## src/rtl/krta_pkg.sv

```systemverilog
// ----------------------------------------------------------------------------
// krta_pkg
// Shared types and constants for the keyed reading table average block.
// ----------------------------------------------------------------------------
package krta_pkg;

    localparam int ADDR_HALF_W = 64;
    localparam int KEY_W       = 2 * ADDR_HALF_W;
    localparam int READING_W   = 8;

    // Main sequencer states, one-hot
    typedef enum logic [6:0] {
        S_IDLE  = 7'b0000001,
        S_SCAN  = 7'b0000010,
        S_CMP   = 7'b0000100,
        S_UPD   = 7'b0001000,
        S_START = 7'b0010000,
        S_DIV   = 7'b0100000,
        S_PUSH  = 7'b1000000
    } t_state;

endpackage

```

## src/rtl/krta_ram.sv

```systemverilog
// ----------------------------------------------------------------------------
// krta_ram
// Generic single-write, single-read RAM with registered read data.
// ----------------------------------------------------------------------------
module krta_ram #(
    parameter int WIDTH = 8,
    parameter int DEPTH = 16,
    parameter int AW    = (DEPTH > 1) ? $clog2(DEPTH) : 1
) (
    input  logic             i_clk,
    input  logic             i_we,
    input  logic [AW-1:0]    i_waddr,
    input  logic [WIDTH-1:0] i_wdata,
    input  logic [AW-1:0]    i_raddr,
    output logic [WIDTH-1:0] o_rdata
);

    logic [WIDTH-1:0] r_mem [DEPTH];
    logic [WIDTH-1:0] r_rdata;

    always_ff @(posedge i_clk) begin
        if (i_we) begin
            r_mem[i_waddr] <= i_wdata;
        end
        r_rdata <= r_mem[i_raddr];
    end

    assign o_rdata = r_rdata;

endmodule

```

## src/rtl/krta_div.sv

```systemverilog
// ----------------------------------------------------------------------------
// krta_div
// Restoring divider, one quotient bit per cycle.
// ----------------------------------------------------------------------------
module krta_div #(
    parameter int DIVIDEND_W = 12,
    parameter int DIVISOR_W  = 5,
    parameter int QUOTIENT_W = 8
) (
    input  logic                  i_clk,
    input  logic                  i_rst_n,
    input  logic                  i_start,
    input  logic [DIVIDEND_W-1:0] i_dividend,
    input  logic [DIVISOR_W-1:0]  i_divisor,
    output logic                  o_done,
    output logic [QUOTIENT_W-1:0] o_quotient
);

    localparam int CNT_W = $clog2(DIVIDEND_W + 1);

    logic                  r_busy, n_busy;
    logic                  r_done, n_done;
    logic [CNT_W-1:0]      r_cnt, n_cnt;
    logic [DIVISOR_W-1:0]  r_rem, n_rem;
    logic [DIVIDEND_W-1:0] r_quo, n_quo;
    logic [DIVISOR_W-1:0]  r_dvs, n_dvs;
    logic [DIVISOR_W:0]    shifted;
    logic [DIVISOR_W:0]    diff;
    logic                  take;

    always_comb begin
        shifted = {r_rem, r_quo[DIVIDEND_W-1]};
        diff    = shifted - {1'b0, r_dvs};
        take    = (shifted >= {1'b0, r_dvs});
    end

    always_comb begin
        n_busy = r_busy;
        n_done = 1'b0;
        n_cnt  = r_cnt;
        n_rem  = r_rem;
        n_quo  = r_quo;
        n_dvs  = r_dvs;
        if (i_start) begin
            n_busy = 1'b1;
            n_cnt  = CNT_W'(DIVIDEND_W);
            n_rem  = '0;
            n_quo  = i_dividend;
            n_dvs  = i_divisor;
        end else if (r_busy) begin
            // Shift in the next dividend bit, subtract when it fits
            n_rem = take ? diff[DIVISOR_W-1:0] : shifted[DIVISOR_W-1:0];
            n_quo = {r_quo[DIVIDEND_W-2:0], take};
            n_cnt = r_cnt - CNT_W'(1);
            if (r_cnt == CNT_W'(1)) begin
                n_busy = 1'b0;
                n_done = 1'b1;
            end
        end
    end

    always_ff @(posedge i_clk) begin
        if (!i_rst_n) begin
            r_busy <= 1'b0;
            r_done <= 1'b0;
            r_cnt  <= '0;
        end else begin
            r_busy <= n_busy;
            r_done <= n_done;
            r_cnt  <= n_cnt;
        end
        r_rem <= n_rem;
        r_quo <= n_quo;
        r_dvs <= n_dvs;
    end

    assign o_done     = r_done;
    assign o_quotient = r_quo[QUOTIENT_W-1:0];

endmodule

```

## src/rtl/keyed_reading_table_average.sv

```systemverilog
// Latency: grows with the number of entries compared and with the sum width; a miss or a
//   full table compares every stored entry before the divide starts.
// Throughput: one beat at a time; no new input is taken until the result is loaded into the
//   output register. The key search and the bit-serial divide set the time per beat.
// Reset: synchronous, active low; the table empties, the sum clears, no result pending.
// ----------------------------------------------------------------------------
// keyed_reading_table_average
// Table of node readings keyed by 128-bit address, reporting the floor of the
// mean of all stored readings after every update.
// ----------------------------------------------------------------------------
module keyed_reading_table_average #(
    parameter int ENTRIES = 16
) (
    input  logic                           i_clk,
    input  logic                           i_rst_n,
    input  logic                           i_in_valid,
    output logic                           o_in_ready,
    input  logic [krta_pkg::ADDR_HALF_W-1:0] i_address_high,
    input  logic [krta_pkg::ADDR_HALF_W-1:0] i_address_low,
    input  logic [krta_pkg::READING_W-1:0]   i_reading,
    output logic                           o_out_valid,
    input  logic                           i_out_ready,
    output logic [krta_pkg::READING_W-1:0]   o_mean_reading,
    output logic                           o_table_full
);

    // Entry count spans 0..ENTRIES; the index spans the table itself.
    localparam int CW = $clog2(ENTRIES + 1);
    localparam int IW = (ENTRIES > 1) ? $clog2(ENTRIES) : 1;
    // Exact sum of up to ENTRIES readings of 255
    localparam int SW = $clog2(ENTRIES * 255 + 1);

    krta_pkg::t_state r_state, n_state;

    // Entries are never freed, so the valid entries are always 0..count-1 and
    // the lowest free entry is the count itself.
    logic [CW-1:0]                  r_count, n_count;
    logic [SW-1:0]                  r_sum, n_sum;
    logic [CW-1:0]                  r_idx, n_idx;
    logic                           r_hit, n_hit;
    logic                           r_full, n_full;
    logic [krta_pkg::KEY_W-1:0]     r_key, n_key;
    logic [krta_pkg::READING_W-1:0] r_val, n_val;
    logic                           r_out_valid, n_out_valid;
    logic [krta_pkg::READING_W-1:0] r_mean, n_mean;
    logic                           r_out_full, n_out_full;

    logic [krta_pkg::KEY_W-1:0]     key_rdata;
    logic [krta_pkg::READING_W-1:0] val_rdata;
    logic                           key_we;
    logic                           val_we;
    logic                           div_start;
    logic                           div_done;
    logic [krta_pkg::READING_W-1:0] div_quo;
    logic                           has_free;
    logic                           out_free;

    assign has_free  = (r_count < CW'(ENTRIES));
    assign out_free  = !r_out_valid || i_out_ready;
    assign div_start = (r_state == krta_pkg::S_START);
    assign key_we    = (r_state == krta_pkg::S_UPD) && !r_hit && has_free;
    assign val_we    = (r_state == krta_pkg::S_UPD) && (r_hit || has_free);

    // Key store: both address halves side by side
    krta_ram #(
        .WIDTH (krta_pkg::KEY_W),
        .DEPTH (ENTRIES),
        .AW    (IW)
    ) u_key_ram (
        .i_clk   (i_clk),
        .i_we    (key_we),
        .i_waddr (r_idx[IW-1:0]),
        .i_wdata (r_key),
        .i_raddr (r_idx[IW-1:0]),
        .o_rdata (key_rdata)
    );

    krta_ram #(
        .WIDTH (krta_pkg::READING_W),
        .DEPTH (ENTRIES),
        .AW    (IW)
    ) u_val_ram (
        .i_clk   (i_clk),
        .i_we    (val_we),
        .i_waddr (r_idx[IW-1:0]),
        .i_wdata (r_val),
        .i_raddr (r_idx[IW-1:0]),
        .o_rdata (val_rdata)
    );

    krta_div #(
        .DIVIDEND_W (SW),
        .DIVISOR_W  (CW),
        .QUOTIENT_W (krta_pkg::READING_W)
    ) u_div (
        .i_clk      (i_clk),
        .i_rst_n    (i_rst_n),
        .i_start    (div_start),
        .i_dividend (r_sum),
        .i_divisor  (r_count),
        .o_done     (div_done),
        .o_quotient (div_quo)
    );

    always_comb begin
        n_state     = r_state;
        n_count     = r_count;
        n_sum       = r_sum;
        n_idx       = r_idx;
        n_hit       = r_hit;
        n_full      = r_full;
        n_key       = r_key;
        n_val       = r_val;
        n_out_valid = r_out_valid;
        n_mean      = r_mean;
        n_out_full  = r_out_full;

        // Drop the result once the sink takes it
        if (r_out_valid && i_out_ready) begin
            n_out_valid = 1'b0;
        end

        case (r_state)
            krta_pkg::S_IDLE: begin
                if (i_in_valid) begin
                    n_key   = {i_address_high, i_address_low};
                    n_val   = i_reading;
                    n_idx   = '0;
                    n_hit   = 1'b0;
                    n_full  = 1'b0;
                    n_state = krta_pkg::S_SCAN;
                end
            end
            krta_pkg::S_SCAN: begin
                // Read address is r_idx; end of valid entries means a miss
                if (r_idx == r_count) begin
                    n_state = krta_pkg::S_UPD;
                end else begin
                    n_state = krta_pkg::S_CMP;
                end
            end
            krta_pkg::S_CMP: begin
                if (key_rdata == r_key) begin
                    n_hit   = 1'b1;
                    // Take the old reading out of the sum now
                    n_sum   = r_sum - SW'(val_rdata);
                    n_state = krta_pkg::S_UPD;
                end else begin
                    n_idx   = r_idx + CW'(1);
                    n_state = krta_pkg::S_SCAN;
                end
            end
            krta_pkg::S_UPD: begin
                if (r_hit) begin
                    n_sum = r_sum + SW'(r_val);
                end else if (has_free) begin
                    n_sum   = r_sum + SW'(r_val);
                    n_count = r_count + CW'(1);
                end else begin
                    n_full = 1'b1;
                end
                n_state = krta_pkg::S_START;
            end
            krta_pkg::S_START: begin
                n_state = krta_pkg::S_DIV;
            end
            krta_pkg::S_DIV: begin
                if (div_done) begin
                    n_state = krta_pkg::S_PUSH;
                end
            end
            krta_pkg::S_PUSH: begin
                // Hold until the output register is free
                if (out_free) begin
                    n_out_valid = 1'b1;
                    n_mean      = (r_count == '0) ? '0 : div_quo;
                    n_out_full  = r_full;
                    n_state     = krta_pkg::S_IDLE;
                end
            end
            default: begin
                n_state = krta_pkg::S_IDLE;
            end
        endcase
    end

    always_ff @(posedge i_clk) begin
        if (!i_rst_n) begin
            r_state     <= krta_pkg::S_IDLE;
            r_count     <= '0;
            r_sum       <= '0;
            r_out_valid <= 1'b0;
            r_idx       <= '0;
            r_hit       <= 1'b0;
            r_full      <= 1'b0;
        end else begin
            r_state     <= n_state;
            r_count     <= n_count;
            r_sum       <= n_sum;
            r_out_valid <= n_out_valid;
            r_idx       <= n_idx;
            r_hit       <= n_hit;
            r_full      <= n_full;
        end
        r_key      <= n_key;
        r_val      <= n_val;
        r_mean     <= n_mean;
        r_out_full <= n_out_full;
    end

    assign o_in_ready     = (r_state == krta_pkg::S_IDLE);
    assign o_out_valid    = r_out_valid;
    assign o_mean_reading = r_mean;
    assign o_table_full   = r_out_full;

endmodule

```

## config.mk

```make
export PLATFORM = sky130hd
export DESIGN_NAME = keyed_reading_table_average
export DESIGN_NICKNAME = d
export VERILOG_FILES = /design/src/rtl/krta_pkg.sv /design/src/rtl/krta_ram.sv /design/src/rtl/krta_div.sv /design/src/rtl/keyed_reading_table_average.sv
export SDC_FILE = /design/constraint.sdc
export NUM_CORES = 2
export LEC_CHECK = 0
export BUFFER_PORTS_ARGS = -buffer_cell sky130_fd_sc_hd__clkbuf_2
export CAP_MARGIN = 25
export CORE_MARGIN = 4
export CORE_UTILIZATION = 60
export CTS_CLUSTER_DIAMETER = 200
export DETAILED_ROUTE_END_ITERATION = 10
export PLACE_DENSITY_LB_ADDON = 0.2
export SKIP_LAST_GASP = 1
export SLEW_MARGIN = 0
export SYNTH_ARGS = -nofsm -noshare
export SYNTH_HDL_FRONTEND = slang
export SYNTH_SLANG_ARGS = --single-unit
```

## constraint.sdc

```tcl
create_clock -name i_clk -period 40.1 [get_ports i_clk]
set_clock_uncertainty 0.05 [all_clocks]
set_input_delay 8.02 -clock i_clk [delete_from_list [all_inputs] [get_ports i_clk]]
set_output_delay 8.02 -clock i_clk [all_outputs]
set_load 0.02 [all_outputs]
```

==> reports/qor.yml <==
sta:
  slew_violations: 0
  fmax_mhz: 96.7
  min_period_ps: 10350
  setup_viol: 0
  hold_viol_final: 0
  max_slew_margin: 0.264
  finalCritPeriodShare: 0.258
  worst_slew_pin_slew_ps: 1100
  hold_ws_ps: 420
  rsz0062_at_grt: "no"
  setup-tns-final_ps: 0
clocking:
  clk_latency_ps: 840
  clockBufferDepth: 3
  cts_max_level: 4
  hold_buffers: 0
  clk_pin_slew_ps: 60
  numCtsBuffers: 236
  cts.repair.resized: 0
  cts_root_buffer: "clkbuf_16"
  cts_tree: "done"
  cts_setup_buffers: 0
  cts_sinks: 2517
place:
  hpwl_microns: 100000
  gp_congestion: 0.769
  io_buffers: 150
route:
  drt_wl_total_microns: 201000
  avgRoutedWirePerCell_microns: 31.1
  routed_via_density: 6.49
  postRouteAntennaNets: 0
  highest_layer: "met5"
  drt-pass1-iter-count: 6
  drt_iter0_markers: 5480
  dr_wl_met3_microns: 15500
  wl_met1_microns: 81500
  vias: 41930
  drc: 0
  wl_met2_microns: 99700
worst_setup_path:
  cp_max_fo: 4
  startpoint_type: "flop"
  worstSetupPathType: "flop to output pin"
  required_ps: 32030
  cpLargestDelayFamily: "simple AND/OR/NAND/NOR gates"
  cp.arrival_ps: 2280
  cp_cell_sequence: "nor4_1 > nor2b_1 > and3b_1 > clkbuf_2"
  max_stage_delay_ps: 360
  cp-end-kind: "output pin"
  cp_slowest_cell: "nor4_1"
  cp_num_buf_inv: 1
global_route:
  grt_max_degree: 155
  grt_use_total: 0.253
  grt_pass1_wl_microns: 297000
  antenna_found_initial: 3
  first_global_vias: 43311
  gr-total-overflow: 0
power:
  p_seq_frac: 0.569
  ir_worst_vdd_mv: 0.0482
  p_clk_frac: 0.418
  power_leakage_nw: 32.4
  power_density_nw_per_um2: 50.9
  p_comb_frac: 0.013
  switchingPower_mw: 1.08
  netSwitchingFraction: 0.202
  p_int_mw: 4.27
  power_mw: 5.35
floorplan:
  die_w_microns: 403
  core_sq_um: 154000
  die-area_sq_um: 162000
  start_util: 0.606
  row_count: 144
  die_h_microns: 403
  pin_count: 151
synth:
  ys_types: 58
  synth-seq-cells: 2517
  ys.flop_type: "edfxtp_1"
  syn_area_sq_um: 93500
  synth-seq-area-share: 0.789
  synthCells: 3924
  synth_edf_count: 2338
  avgSynthCellArea_sq_um: 23.8
  synthArstFlopShare: 0
  synth_fp_nets: 4091
  yosys_warnings: 0
cells_and_area:
  mostFrequentLayoutCells: "edfxtp_1, mux4_2, clkbuf_16"
  fillers: 9241
  syn2layout_area_growth_pct: 12.3
  num_antenna_cells: 0
  drive_gt1_frac: 0.293
  final_common_cell: "edfxtp_1"
  layout.nets: 4385
outcome:
  outcome: "finished, final reports clean"
job:
  maxCapViolCount: 0
min_path:
  min_path_type: "flop to flop"
through the flow:
step | cells | worst slack, ps | cell area (sq um) | utilization
finish | 6465 | 29750 | 105000 | 0.680
global route | 6465 | 29560 | 105000 | 0.680
CTS | 6460 | 29690 | 105000 | 0.680
detailed placement | 6019 | 30040 | 97100 | 0.629
global placement | 6016 | 30100 | 97000 | 0.628
floorplan | 3924 | 25580 | 93500 | -
routing by layer:
metal  GRT usage  vias up
li1            -    17191
met1       0.373    22473
met2       0.406     1953
met3      0.0396      311
met4      0.0650        2
met5           0        -
power by group through the flow:
| stage | Combinational, mW | Clock [mW] | Sequential [mW] |
|---|---|---|---|
| after CTS | 0.0730 | 2.27 | 3.04 |
| after floorplan | 0.0336 | 0 | 3.06 |
| after global routing | 0.0767 | 2.39 | 3.05 |
| final | 0.0710 | 2.24 | 3.04 |
| after global placement | 0.0709 | 0 | 3.09 |
| after detailed placement | 0.0725 | 0 | 3.10 |
synthesized netlist by cell type (all sizes together), types with 2 or more instances:
| cell type | n | area, sq um |
|---|---|---|
| o41ai | 2 | 17.5 |
| mux2 | 2 | 22.5 |
| fa | 2 | 40.0 |
| nor3b | 2 | 15.0 |
| a311oi | 5 | 43.8 |
| nor2 | 50 | 188 |
| buf | 61 | 238 |
| nor2b | 15 | 93.8 |
| mux4 | 680 | 15300 |
| and2 | 18 | 115 |
| a21oi | 42 | 214 |
| or3 | 3 | 23.8 |
| xnor2 | 13 | 114 |
| a211oi | 5 | 37.5 |
| nand3b | 5 | 41.3 |
| edfxtp | 2338 | 70200 |
| dfxtp | 179 | 3580 |
| a41oi | 3 | 26.3 |
| ha | 25 | 313 |
| nand4 | 10 | 62.6 |
| nand2 | 55 | 206 |
| o21a | 2 | 15.0 |
| and3b | 2 | 17.5 |
| nor4 | 37 | 231 |
| or2 | 4 | 25.0 |
| o31a | 2 | 17.5 |
| o31ai | 2 | 15.0 |
| nor4b | 3 | 32.5 |
| o311ai | 2 | 17.5 |
| clkbuf | 110 | 413 |
| xor2 | 141 | 1230 |
| o211ai | 3 | 22.5 |
| o21ai | 17 | 85.1 |
| nand2b | 7 | 43.8 |
| nand3 | 19 | 95.1 |
| mux2i | 7 | 70.1 |
| nor3 | 15 | 91.3 |
| a31oi | 2 | 12.5 |
| inv | 25 | 93.8 |
| a21o | 3 | 22.5 |
registers in the layout, indices dropped and copies added (netlist names), 4 cells and up:
register and flops:
r_sum 12, u_val_ram.o_rdata 8, r_state 7, r_key 128
u_key_ram.o_rdata 128, r_idx 5, r_count 5, u_div.r_rem 5
o_mean_reading 8, u_div.r_dvs 5, r_val 8, u_val_ram.r_mem 128
u_key_ram.r_mem 2048, u_div.r_cnt 4, u_div.r_quo 12
cells by family after synthesis:
kind of cell	Yosys count	share of synthesized area
compound gates	93	0.00611
xor+xnor	154	0.0144
fa+ha+maj	27	0.00377
buf+inv	196	0.00796
flops	2517	0.789
mux	689	0.165
simple gates	248	0.0140
layout make-up:
| type | instances | area, sq um | area share |
|---|---|---|---|
| flip-flops and latches | 2517 | 73800 | 0.703 |
| clock inverters | 127 | 1410 | 0.0134 |
| repair buffers | 227 | 1610 | 0.0153 |
| well taps | 2044 | 2560 | 0.0243 |
| clock buffers | 314 | 6450 | 0.0614 |
| inverters | 25 | 101 | 0.000965 |
| multi-input cells | 1211 | 19100 | 0.182 |
final timing paths:
| check | depth (start not counted) | end | slack (ps) | startpoint |
|---|---|---|---|---|
| setup / recovery | 4 | o_in_ready | 29750 | r_state[1]$_SDFFE_PN0P_ |
| hold / removal | 0 | o_table_full$_DFFE_PP_ | 420 | r_full$_SDFFE_PN0P_ |
| setup reg to reg | 9 | u_key_ram.r_mem[4][25]$_DFFE_PP_ | 34560 | r_state[6]$_SDFFE_PN0P_ |
| hold reg to reg | 0 | o_table_full$_DFFE_PP_ | 420 | r_full$_SDFFE_PN0P_ |
Power figures use the tool's default switching activity.
